$ cat src/design/zip_local_header_parser_macros.svh
// Assertion macros for the parser modules; only the parse core uses them.
`ifndef ZIP_LOCAL_HEADER_PARSER_MACROS_SVH
`define ZIP_LOCAL_HEADER_PARSER_MACROS_SVH

// Property that must hold at every clock edge out of reset.
`define ZLHP_ASSERT(lbl, prop) \
  lbl: assert property (@(posedge clk) disable iff (rst) (prop)) \
    else $error("zlhp assertion failed");

// Condition in one cycle implies a consequence in the next.
`define ZLHP_ASSERT_NEXT(lbl, ante, cons) \
  lbl: assert property (@(posedge clk) disable iff (rst) (ante) |=> (cons)) \
    else $error("zlhp assertion failed");

`endif

$ cat src/design/zlhp_pkg.sv
// Shared types and constants of the ZIP local header parser.
package zlhp_pkg;

  localparam int HdrLen  = 30;
  localparam int HdrIdxW = $clog2(HdrLen);

  localparam logic [7:0]  SigByte0      = 8'h50;
  localparam logic [7:0]  SigByte1      = 8'h4B;
  localparam logic [7:0]  SigLocal2     = 8'h03;
  localparam logic [7:0]  SigLocal3     = 8'h04;
  localparam logic [15:0] MethodDeflate = 16'd8;
  localparam int          FlagDescBit   = 3;
  localparam logic [7:0]  SlashChar     = 8'h2F;

  typedef enum logic [1:0] {
    KIND_ENTRY   = 2'd0,
    KIND_PAYLOAD = 2'd1,
    KIND_END     = 2'd2,
    KIND_ERROR   = 2'd3
  } kind_t;

  typedef enum logic [1:0] {
    ERR_NONE      = 2'd0,
    ERR_SIGNATURE = 2'd1,
    ERR_STREAMED  = 2'd2
  } err_t;

  // Write control from the parse core to the header store.
  typedef struct packed {
    logic               wr;
    logic [HdrIdxW-1:0] idx;
    logic               live_last;
  } hdr_ctrl_t;

  // Decoded view of the 30-byte local header.
  typedef struct packed {
    logic        sig_pk;
    logic        sig_local;
    logic [15:0] flags;
    logic [15:0] method;
    logic [31:0] stamp;
    logic [31:0] csize;
    logic [31:0] usize;
    logic [15:0] nlen;
    logic [15:0] xlen;
  } hdr_info_t;

  typedef struct packed {
    kind_t       kind;
    err_t        error_code;
    logic [15:0] method;
    logic [31:0] packed_size;
    logic [31:0] plain_size;
    logic [31:0] dos_stamp;
    logic [15:0] name_length;
    logic        size_unknown;
    logic        is_dir;
    logic [7:0]  payload;
    logic        last_of_entry;
  } result_t;

endpackage

$ cat src/design/zlhp_hdr.sv
// Header byte store and little-endian field decode.
module zlhp_hdr (
  input  logic                 clk,
  input  logic [7:0]           in_byte,
  input  zlhp_pkg::hdr_ctrl_t  ctrl,
  output zlhp_pkg::hdr_info_t  info
);

  logic [7:0] hdr_mem [zlhp_pkg::HdrLen];
  logic [7:0] last_b;

  always_ff @(posedge clk) begin
    if (ctrl.wr) begin
      hdr_mem[ctrl.idx] <= in_byte;
    end
  end

  // the final header byte is still on the input when the header completes
  assign last_b = ctrl.live_last ? in_byte : hdr_mem[zlhp_pkg::HdrLen-1];

  always_comb begin
    info.sig_pk    = (hdr_mem[0] == zlhp_pkg::SigByte0) && (hdr_mem[1] == zlhp_pkg::SigByte1);
    info.sig_local = (hdr_mem[2] == zlhp_pkg::SigLocal2) && (hdr_mem[3] == zlhp_pkg::SigLocal3);
    info.flags     = {hdr_mem[7], hdr_mem[6]};
    info.method    = {hdr_mem[9], hdr_mem[8]};
    info.stamp     = {hdr_mem[13], hdr_mem[12], hdr_mem[11], hdr_mem[10]};
    info.csize     = {hdr_mem[21], hdr_mem[20], hdr_mem[19], hdr_mem[18]};
    info.usize     = {hdr_mem[25], hdr_mem[24], hdr_mem[23], hdr_mem[22]};
    info.nlen      = {hdr_mem[27], hdr_mem[26]};
    info.xlen      = {last_b, hdr_mem[28]};
  end

endmodule

$ cat src/design/zlhp_core.sv
// Parse state machine: header, name, extra field, payload and halt.
`include "zip_local_header_parser_macros.svh"

module zlhp_core (
  input  logic                 clk,
  input  logic                 rst,
  input  logic                 accept,
  input  logic [7:0]           in_byte,
  input  logic                 restart,
  input  zlhp_pkg::hdr_info_t  info,
  output zlhp_pkg::hdr_ctrl_t  ctrl,
  output logic                 res_valid,
  output zlhp_pkg::result_t    res
);

  typedef enum logic [2:0] {
    PH_HEADER,
    PH_NAME,
    PH_EXTRA,
    PH_PAYLOAD,
    PH_HALT
  } phase_t;

  localparam int IdxW = zlhp_pkg::HdrIdxW;

  phase_t      phase, phase_next, eff_phase;
  logic [15:0] position, position_next, eff_pos, pos_inc;
  logic [31:0] remaining, remaining_next, rem_dec;
  logic [7:0]  last_name, last_name_next, eff_last, dir_byte;
  logic [IdxW-1:0] hidx;
  logic        do_finish;

  // restart clears parse state ahead of the byte it comes with
  assign eff_phase = restart ? PH_HEADER : phase;
  assign eff_pos   = restart ? 16'd0 : position;
  assign eff_last  = restart ? 8'd0 : last_name;
  assign pos_inc   = eff_pos + 16'd1;
  assign rem_dec   = remaining - 32'd1;
  assign hidx      = (eff_pos < 16'(zlhp_pkg::HdrLen)) ? eff_pos[IdxW-1:0] : '0;

  assign ctrl.wr        = accept && (eff_phase == PH_HEADER);
  assign ctrl.idx       = hidx;
  assign ctrl.live_last = (eff_phase == PH_HEADER);

  always_comb begin
    phase_next     = eff_phase;
    position_next  = eff_pos;
    remaining_next = remaining;
    last_name_next = eff_last;
    dir_byte       = eff_last;
    do_finish      = 1'b0;
    res_valid      = 1'b0;
    res            = '0;
    case (eff_phase)
      PH_HEADER: begin
        if (hidx == IdxW'(zlhp_pkg::HdrLen - 1)) begin
          position_next  = 16'd0;
          last_name_next = 8'd0;
          dir_byte       = 8'd0;
          if (!info.sig_pk) begin
            phase_next     = PH_HALT;
            res_valid      = 1'b1;
            res.kind       = zlhp_pkg::KIND_ERROR;
            res.error_code = zlhp_pkg::ERR_SIGNATURE;
          end else if (!info.sig_local) begin
            phase_next = PH_HALT;
            res_valid  = 1'b1;
            res.kind   = zlhp_pkg::KIND_END;
          end else if (info.flags[zlhp_pkg::FlagDescBit] &&
                       (info.method != zlhp_pkg::MethodDeflate)) begin
            phase_next     = PH_HALT;
            res_valid      = 1'b1;
            res.kind       = zlhp_pkg::KIND_ERROR;
            res.error_code = zlhp_pkg::ERR_STREAMED;
          end else if (info.nlen != 16'd0) begin
            phase_next = PH_NAME;
          end else if (info.xlen != 16'd0) begin
            phase_next = PH_EXTRA;
          end else begin
            do_finish = 1'b1;
          end
        end else begin
          position_next = {{(16-IdxW){1'b0}}, hidx} + 16'd1;
        end
      end
      PH_NAME: begin
        last_name_next = in_byte;
        dir_byte       = in_byte;
        if (pos_inc != info.nlen) begin
          position_next = pos_inc;
        end else begin
          position_next = 16'd0;
          if (info.xlen != 16'd0) begin
            phase_next = PH_EXTRA;
          end else begin
            do_finish = 1'b1;
          end
        end
      end
      PH_EXTRA: begin
        if (pos_inc != info.xlen) begin
          position_next = pos_inc;
        end else begin
          do_finish = 1'b1;
        end
      end
      PH_PAYLOAD: begin
        remaining_next = rem_dec;
        res_valid      = 1'b1;
        res.kind       = zlhp_pkg::KIND_PAYLOAD;
        res.payload    = in_byte;
        if (rem_dec == 32'd0) begin
          res.last_of_entry = 1'b1;
          phase_next        = PH_HEADER;
          position_next     = 16'd0;
        end
      end
      default: begin
        // halted: wait for restart
      end
    endcase

    if (do_finish) begin
      res_valid       = 1'b1;
      res.kind        = zlhp_pkg::KIND_ENTRY;
      res.method      = info.method;
      res.dos_stamp   = info.stamp;
      res.name_length = info.nlen;
      res.is_dir      = (info.nlen != 16'd0) && (dir_byte == zlhp_pkg::SlashChar);
      position_next   = 16'd0;
      if (info.flags[zlhp_pkg::FlagDescBit]) begin
        // streamed deflate: end of data unknown without inflating
        res.size_unknown = 1'b1;
        phase_next       = PH_HALT;
      end else begin
        res.packed_size = info.csize;
        res.plain_size  = info.usize;
        remaining_next  = info.csize;
        phase_next      = (info.csize != 32'd0) ? PH_PAYLOAD : PH_HEADER;
      end
    end
  end

  always_ff @(posedge clk) begin
    if (rst) begin
      phase     <= PH_HEADER;
      position  <= 16'd0;
      remaining <= 32'd0;
      last_name <= 8'd0;
    end else if (accept) begin
      phase     <= phase_next;
      position  <= position_next;
      remaining <= remaining_next;
      last_name <= last_name_next;
    end
  end

  `ZLHP_ASSERT(a_payload_nonzero, (phase != PH_PAYLOAD) || (remaining != 32'd0))
  `ZLHP_ASSERT(a_hdr_pos_range, (phase != PH_HEADER) || (position < 16'(zlhp_pkg::HdrLen)))
  `ZLHP_ASSERT(a_halt_silent, !((phase == PH_HALT) && !restart && res_valid))
  `ZLHP_ASSERT_NEXT(a_last_rearms, accept && res_valid && res.last_of_entry,
                    (phase == PH_HEADER) && (position == 16'd0))

endmodule

$ cat src/design/zlhp_out.sv
// Result register with backpressure toward the input.
module zlhp_out (
  input  logic               clk,
  input  logic               rst,
  input  logic               accept,
  input  logic               res_valid,
  input  zlhp_pkg::result_t  res,
  input  logic               out_stall,
  output logic               out_valid,
  output zlhp_pkg::result_t  res_q,
  output logic               in_stall
);

  logic advance;

  // register may refill whenever it is empty or its transfer completes
  assign advance  = !out_valid || !out_stall;
  assign in_stall = !advance;

  always_ff @(posedge clk) begin
    if (rst) begin
      out_valid <= 1'b0;
    end else if (advance) begin
      out_valid <= accept && res_valid;
    end
  end

  always_ff @(posedge clk) begin
    if (advance && accept && res_valid) begin
      res_q <= res;
    end
  end

endmodule

$ cat src/design/zip_local_header_parser.sv
// Top level of the ZIP local header parser.
//
//   channel | direction | handshake            | payload
//   --------+-----------+----------------------+--------------------------------
//   input   | in        | in_valid / in_stall  | in_byte, restart
//   output  | out       | out_valid / out_stall| kind, error_code, entry fields,
//           |           |                      | payload, last_of_entry
//
// One archive byte is taken per cycle while the input is not stalled; the parse
// state, header store and result are updated in the same cycle, and a result
// appears in the output register in the cycle after its byte's transfer.
// The input stalls only while the output register holds a result that the
// sink is stalling; one result per byte at most, so no queue is needed.
// rst (synchronous) returns to waiting for a header with position, remaining
// count and last name byte cleared; the header byte store is not reset.
// A byte with restart set is parsed as the first byte of a new header.
module zip_local_header_parser (
  input  logic        clk,
  input  logic        rst,
  input  logic        in_valid,
  output logic        in_stall,
  input  logic [7:0]  in_byte,
  input  logic        restart,
  output logic        out_valid,
  input  logic        out_stall,
  output logic [1:0]  kind,
  output logic [1:0]  error_code,
  output logic [15:0] method,
  output logic [31:0] packed_size,
  output logic [31:0] plain_size,
  output logic [31:0] dos_stamp,
  output logic [15:0] name_length,
  output logic        size_unknown,
  output logic        is_dir,
  output logic [7:0]  payload,
  output logic        last_of_entry
);

  logic                accept;
  logic                res_valid;
  zlhp_pkg::hdr_ctrl_t hdr_ctrl;
  zlhp_pkg::hdr_info_t hdr_info;
  zlhp_pkg::result_t   res;
  zlhp_pkg::result_t   res_q;

  assign accept = in_valid && !in_stall;

  // 30-byte header capture and field decode
  zlhp_hdr u_hdr (
    .clk     (clk),
    .in_byte (in_byte),
    .ctrl    (hdr_ctrl),
    .info    (hdr_info)
  );

  // phase sequencing and result formation
  zlhp_core u_core (
    .clk       (clk),
    .rst       (rst),
    .accept    (accept),
    .in_byte   (in_byte),
    .restart   (restart),
    .info      (hdr_info),
    .ctrl      (hdr_ctrl),
    .res_valid (res_valid),
    .res       (res)
  );

  // output register; its occupancy drives input backpressure
  zlhp_out u_out (
    .clk       (clk),
    .rst       (rst),
    .accept    (accept),
    .res_valid (res_valid),
    .res       (res),
    .out_stall (out_stall),
    .out_valid (out_valid),
    .res_q     (res_q),
    .in_stall  (in_stall)
  );

  assign kind          = res_q.kind;
  assign error_code    = res_q.error_code;
  assign method        = res_q.method;
  assign packed_size   = res_q.packed_size;
  assign plain_size    = res_q.plain_size;
  assign dos_stamp     = res_q.dos_stamp;
  assign name_length   = res_q.name_length;
  assign size_unknown  = res_q.size_unknown;
  assign is_dir        = res_q.is_dir;
  assign payload       = res_q.payload;
  assign last_of_entry = res_q.last_of_entry;

endmodule
$ cat config.mk
export PLATFORM = sky130hd
export DESIGN_NAME = zip_local_header_parser
export DESIGN_NICKNAME = d
export VERILOG_FILES = /design/src/design/zlhp_pkg.sv /design/src/design/zlhp_hdr.sv /design/src/design/zlhp_core.sv /design/src/design/zlhp_out.sv /design/src/design/zip_local_header_parser.sv
export VERILOG_INCLUDE_DIRS = /design/src /design/src/design
export SDC_FILE = /design/constraint.sdc
export NUM_CORES = 1
export LEC_CHECK = 0
export BUFFER_PORTS_ARGS = -buffer_cell sky130_fd_sc_hd__buf_2
export CORE_MARGIN = 1.5
export CORE_UTILIZATION = 66
export CTS_BUF_LIST = sky130_fd_sc_hd__clkbuf_4
export DETAILED_ROUTE_END_ITERATION = 6
export PLACE_DENSITY_LB_ADDON = 0.08
export REMOVE_ABC_BUFFERS = 1
export SETUP_SLACK_MARGIN = 0.2
export SYNTH_ARGS = -nofsm -noshare
export SYNTH_HDL_FRONTEND = slang
export SYNTH_HIERARCHICAL = 1
export SYNTH_SLANG_ARGS = --single-unit
$ cat constraint.sdc
create_clock -name clk -period 25.5 [get_ports clk]
set_input_delay 5.1 -clock clk [delete_from_list [all_inputs] [get_ports clk]]
set_output_delay 5.1 -clock clk [all_outputs]
set_load 0.05 [all_outputs]
==> Word-level counts from Yosys, hierarchy flattened <==
Memory sizes are Yosys's and may differ from the RTL's. A register that Yosys moved wholly into a read port is not among the register bits.
Index checks and enable logic that the tools add are counted.
{ "classes": {"n_addsub": 3, "mul": 0, "div": 0, "order_cmp": 1, "eq_ne": 12, "shift": 0, "mux": 53, "bitwise": 1, "n_reduce_logical": 25} }
{ "ops": {"columns": ["operator", "n"], "rows": [
  ["two-way mux 16 bit", 6],
  ["two-way mux 32 bit", 3],
  ["case mux 16 bit (4 select lines)", 1],
  ["two-way mux 3 bit", 11],
  ["logical NOT 32 bit", 1],
  ["!= test 16 bit", 2],
  ["nonzero test 16 bit", 2],
  ["nonzero test 32 bit", 1],
  ["subtractor 32 x 1 -> 32 bit (second input constant)", 1],
  ["two-way mux 8 bit", 3],
  ["two-way mux 1 bit", 17],
  ["adder 16 x 1 -> 16 bit (second input constant)", 1],
  ["equality test 8 x 7 -> 1 bit (second input constant)", 2],
  ["less-than comparator 16 x 5 -> 1 bit (second input constant)", 1],
  ["!= test 16 x 4 -> 1 bit (second input constant)", 1],
  ["case mux 8 bit (2 select lines)", 1],
  ["two-way mux 4 bit", 3],
  ["logical AND 1 bit", 9],
  ["case mux 3 bit (3 select lines)", 1],
  ["equality test 8 x 2 -> 1 bit (second input constant)", 1],
  ["equality test 8 x 3 -> 1 bit (second input constant)", 1],
  ["equality test 8 x 6 -> 1 bit (second input constant)", 1],
  ["logical NOT 1 bit", 7],
  ["adder 5 x 1 -> 6 bit (second input constant)", 1],
  ["other kinds (14)", 17]
]} }
{ "word_totals": {"ff_bits": 139, "latchBits": 0, "ramBits": 240, "rom_bits": 0, "in_bits": 13, "word_cells": 111, "mem_count": 1} }
{ "mem_list": {"columns": ["name", "words", "word_bits", "read_ports", "rd_clocked_by_memory_dff", "write_ports", "line", "rtl"], "rows": [
  ["u_hdr.hdr_mem", 30, 8, 23, 8, 1, "zlhp_hdr.sv:9", "logic [7:0] hdr_mem [zlhp_pkg::HdrLen];"]
]} }

==> Logic depth before layout (Yosys ltp) <==
{ "logic_depth": {"ltp_word": 13, "ltp_mapped": 18} }

==> Cells and area by module <==
The synthesis kept the hierarchy.
{ "by_module_without_submodules": {"columns": ["mod", "n_inst", "cells_each", "area_each_um2", "seq_area_each_um2"], "rows": [
  ["zlhp_core", 1, 935, 6535.0, 1181.1],
  ["zlhp_hdr", 1, 248, 6134.6, 5765.5],
  ["zlhp_out", 1, 149, 4345.4, 4314.1],
  ["zip_local_header_parser", 1, 1, 13.8, 0.0]
]} }

==> Worst setup path before layout <==
OpenSTA, ideal clock, no wires.
{ "synth_timing": {"path_kind": "in2reg", "startpoint": "in restart", "endpoint": "reg u_out/res_q[0] (netlist name)", "setup_time_ns": 0.533, "arrival_ns": 12.435, "t_required_ns": 24.967, "slack_ns": 12.533, "path_stages": 18, "path_cell_list": "buf_2 > clkbuf_1 > clkbuf_1 > buf_1 > nor2_1 > inv_1 > clkbuf_1 > mux2_2 > xor2_1 > or3_1 > a2bb2o_1 > a2111oi_2 > nand4_1 > o21ai_1 > buf_2 > or3_1 > nand2_2 > nor2_2"} }
{ "synth_lines": {"columns": ["element", "line", "rtl"], "rows": [
  ["from (decl)", "zip_local_header_parser.sv:23", "input logic restart,"]
]} }

==> Final worst setup path <==
{ "layout_timing": {"startpoint": "in out_stall", "endpoint": "out in_stall"} }
{ "layout_via": {"elab_chain_cells": 3} }
{ "layout_lines": {"columns": ["element", "line", "rtl"], "rows": [
  ["from (decl)", "zip_local_header_parser.sv:25", "input logic out_stall,"],
  ["logical NOT 1 bit", "zlhp_out.sv:17", "assign advance = !out_valid || !out_stall;"],
  ["logical OR 1 bit", "zlhp_out.sv:17", null],
  ["logical NOT 1 bit", "zlhp_out.sv:18", "assign in_stall = !advance;"],
  ["to (decl)", "zip_local_header_parser.sv:21", "output logic in_stall,"]
]} }
Every way passes these cells.

==> results by group <==
Clock tree
  – Post-cts sizing count: 0
  – Clock sinks: 380
  – Post-CTS setup buffer count: 0
  – Clk root buf: clkbuf_4
  – CTS tree: done
  – Total CTS buffers: 89
  – Insertion delay to the later sink of the worst-skew pair: 710 ps
  – Clock tree buffer depth: 3
  – Clk slew on worst S/H paths: 80 ps
  – Htree depth: 3
  – Hold_buf cts: 0

Global routing
  – All-Layer GR Usage: 31.69%
  – Global route overflow: 0
  – First-pass GRT wire length: 62.72 mm
  – Initial antenna violation count: 1
  – Largest net degree at the start of global routing: 132
  – Vias in the first global route: 11,470

Timing
  – Slew Limit Headroom: 20.67%
  – Period utilization: 42.06%
  – Hold WS: 480.1 ps
  – Setup TNS: 0 ps
  – Final setup vio count: 0
  – Final Max Slew Viols: 0
  – Endpoints failing hold: 0
  – Min Tclk post-route: 10,720 ps
  – Worst Max-Slew Pin Slew: 1190 ps
  – Worst Skew: 43.23 ps
  – RSZ-0062 raised after global routing: false
  – Peak Freq: 93.25 MHz

Critical path
  – CP Capture Type: output pin
  – Max stage delay cell, worst path: buf_2
  – CP max FO: 3
  – CP arrival: 5620 ps
  – Crit path buffers/inverters: 3
  – CP Cell Sequence: buf_2 -> nand2_2 -> inv_2 -> buf_2
  – CP Launch Type: input port
  – Crit-path most repeated cell: buf_2
  – CP delay by family, top: buffers and inverters
  – CP peak stage delay: 270 ps
  – CP Class: input port to output pin
  – Crit path required time: 20,400 ps

Drt
  – Routed wire length: 41.18 mm
  – Antenna viol nets, final: 0
  – DR vias/cell: 6.377
  – DR iter-0 viols: 1,416
  – First-pass DRT Iterations: 6
  – Wire per inst: 21.88 µm
  – Vias post-DR: 12,000
  – Residual DRC count: 0

Synthesis
  – Warnings from Yosys: 6
  – Post-Syn Area: 16,570 µm²
  – Post-Synthesis Cells: 1,317
  – Syn avg cell area: 12.59 µm²

Placed design
  – Cell Area, Placed: 17,550 µm²
  – Port bufs: 157
  – Placer Congestion: 0.9513
  – Hpwl dp: 25.93 mm

Die
  – Die Y: 161.5 µm
  – Initial Util: 67.76%
  – IO Pins: 158
  – Core area: 24,460 µm²
  – Number of core rows: 57
  – Die footprint: 26,070 µm²
  – Die X: 161.5 µm

Power and ir drop
  – Pleak: 0.006392 µW
  – Final Power: 1163 µW
  – VDD IR max: 0.00005967 V
  – Cell Pwr Density: 62.49 nW/µm²

Finish
  – Syn-to-layout area delta: 12.31%
  – # nets final: 1,516
  – Fin area: 18,620 µm²
  – Final core occ: 76.10%
  – Share of cells above drive strength 1: 22.41%

Run
  – Max Cap Viol: 0

Min path
  – Class of the tightest hold or removal check: flip-flop to flip-flop

Outcome
  – Status: finished, final reports clean
final timing paths:
| path | cells after the start | end | slack (ps) | start |
|---|---|---|---|---|
| hold / removal | 2 | u_out/out_valid | 480 | u_out/out_valid |
| setup reg to reg | 17 | u_out/res_q[89] | 19640 | u_core/position[7] |
| setup / recovery | 4 | in_stall | 14780 | out_stall |
| hold reg to reg | 2 | u_out/out_valid | 480 | u_out/out_valid |
worst min-delay path: cells and delay by family, from the launching register on:
family | cells | cell delay, ps
DFF | 1 | 320
and+or+nand+nor | 1 | 70
AOI/OAI and AO/OA | 1 | 50
sequential cells by signal, indices dropped and copies added, names as in the netlist:
| name | flops |
|---|---|
| u_hdr/hdr_mem | 177 |
| u_out/res_q | 143 |
| u_core/remaining | 32 |
| u_core/position | 16 |
| u_core/last_name | 8 |
| u_core/phase | 3 |
| u_out/out_valid | 1 |
per-stage QoR:
step	worst slack, ps	cells
floorplan	10880	1239
CTS	14770	1881
detailed placement	14780	1731
global placement	14780	1731
global route	14750	1882
finish	14780	1882
cell usage in the layout, fill, tap and decap left out, drive strengths merged, types with 6 or more instances in the layout:
master / count
edfxtp: 320
nor4b: 6
o21ai: 42
inv: 30
nand3b: 13
nor3: 31
clkbuf: 125
a211oi: 6
and2: 76
xnor2: 26
a211o: 6
or4b: 6
dfxtp: 60
nand4: 19
nand4b: 7
nor2b: 16
clkinv: 20
buf: 168
o32ai: 11
or3: 10
o21a: 6
xor2: 15
o211a: 7
nand2: 50
a22oi: 16
or2: 6
and3: 73
or4: 7
nand3: 28
a21o: 6
nor2: 111
a32oi: 7
a21oi: 57
nand2b: 10
a31oi: 18
mux2: 9
nor4: 48
power by group:
part	switching, µW	internal [µW]	total [µW]
Sequential	1.99	671	673
Combinational	25.0	8.08	33.1
Clock	230	227	457
metal layers:
layer / track usage [%] / wire, µm / up-vias
met5: 0 / 0 / -
met4: 14.06 / 1390 / 0
met3: 6.112 / 3617 / 117
met2: 51.31 / 19810 / 731
met1: 42.06 / 16360 / 5705
li1: - / - / 5449
final cells by class:
cell class / instances / area, µm²
repair buffers: 168 / 868.3
inverters: 27 / 101.3
well taps: 324 / 405.4
diodes: 1 / 2.502
clock buffers: 125 / 938.4
clock inverters: 25 / 126.4
flip-flops and latches: 380 / 10810
fillers: 1557 / 5847
multi-input cells: 832 / 5363
Power figures use the tool's default switching activity.
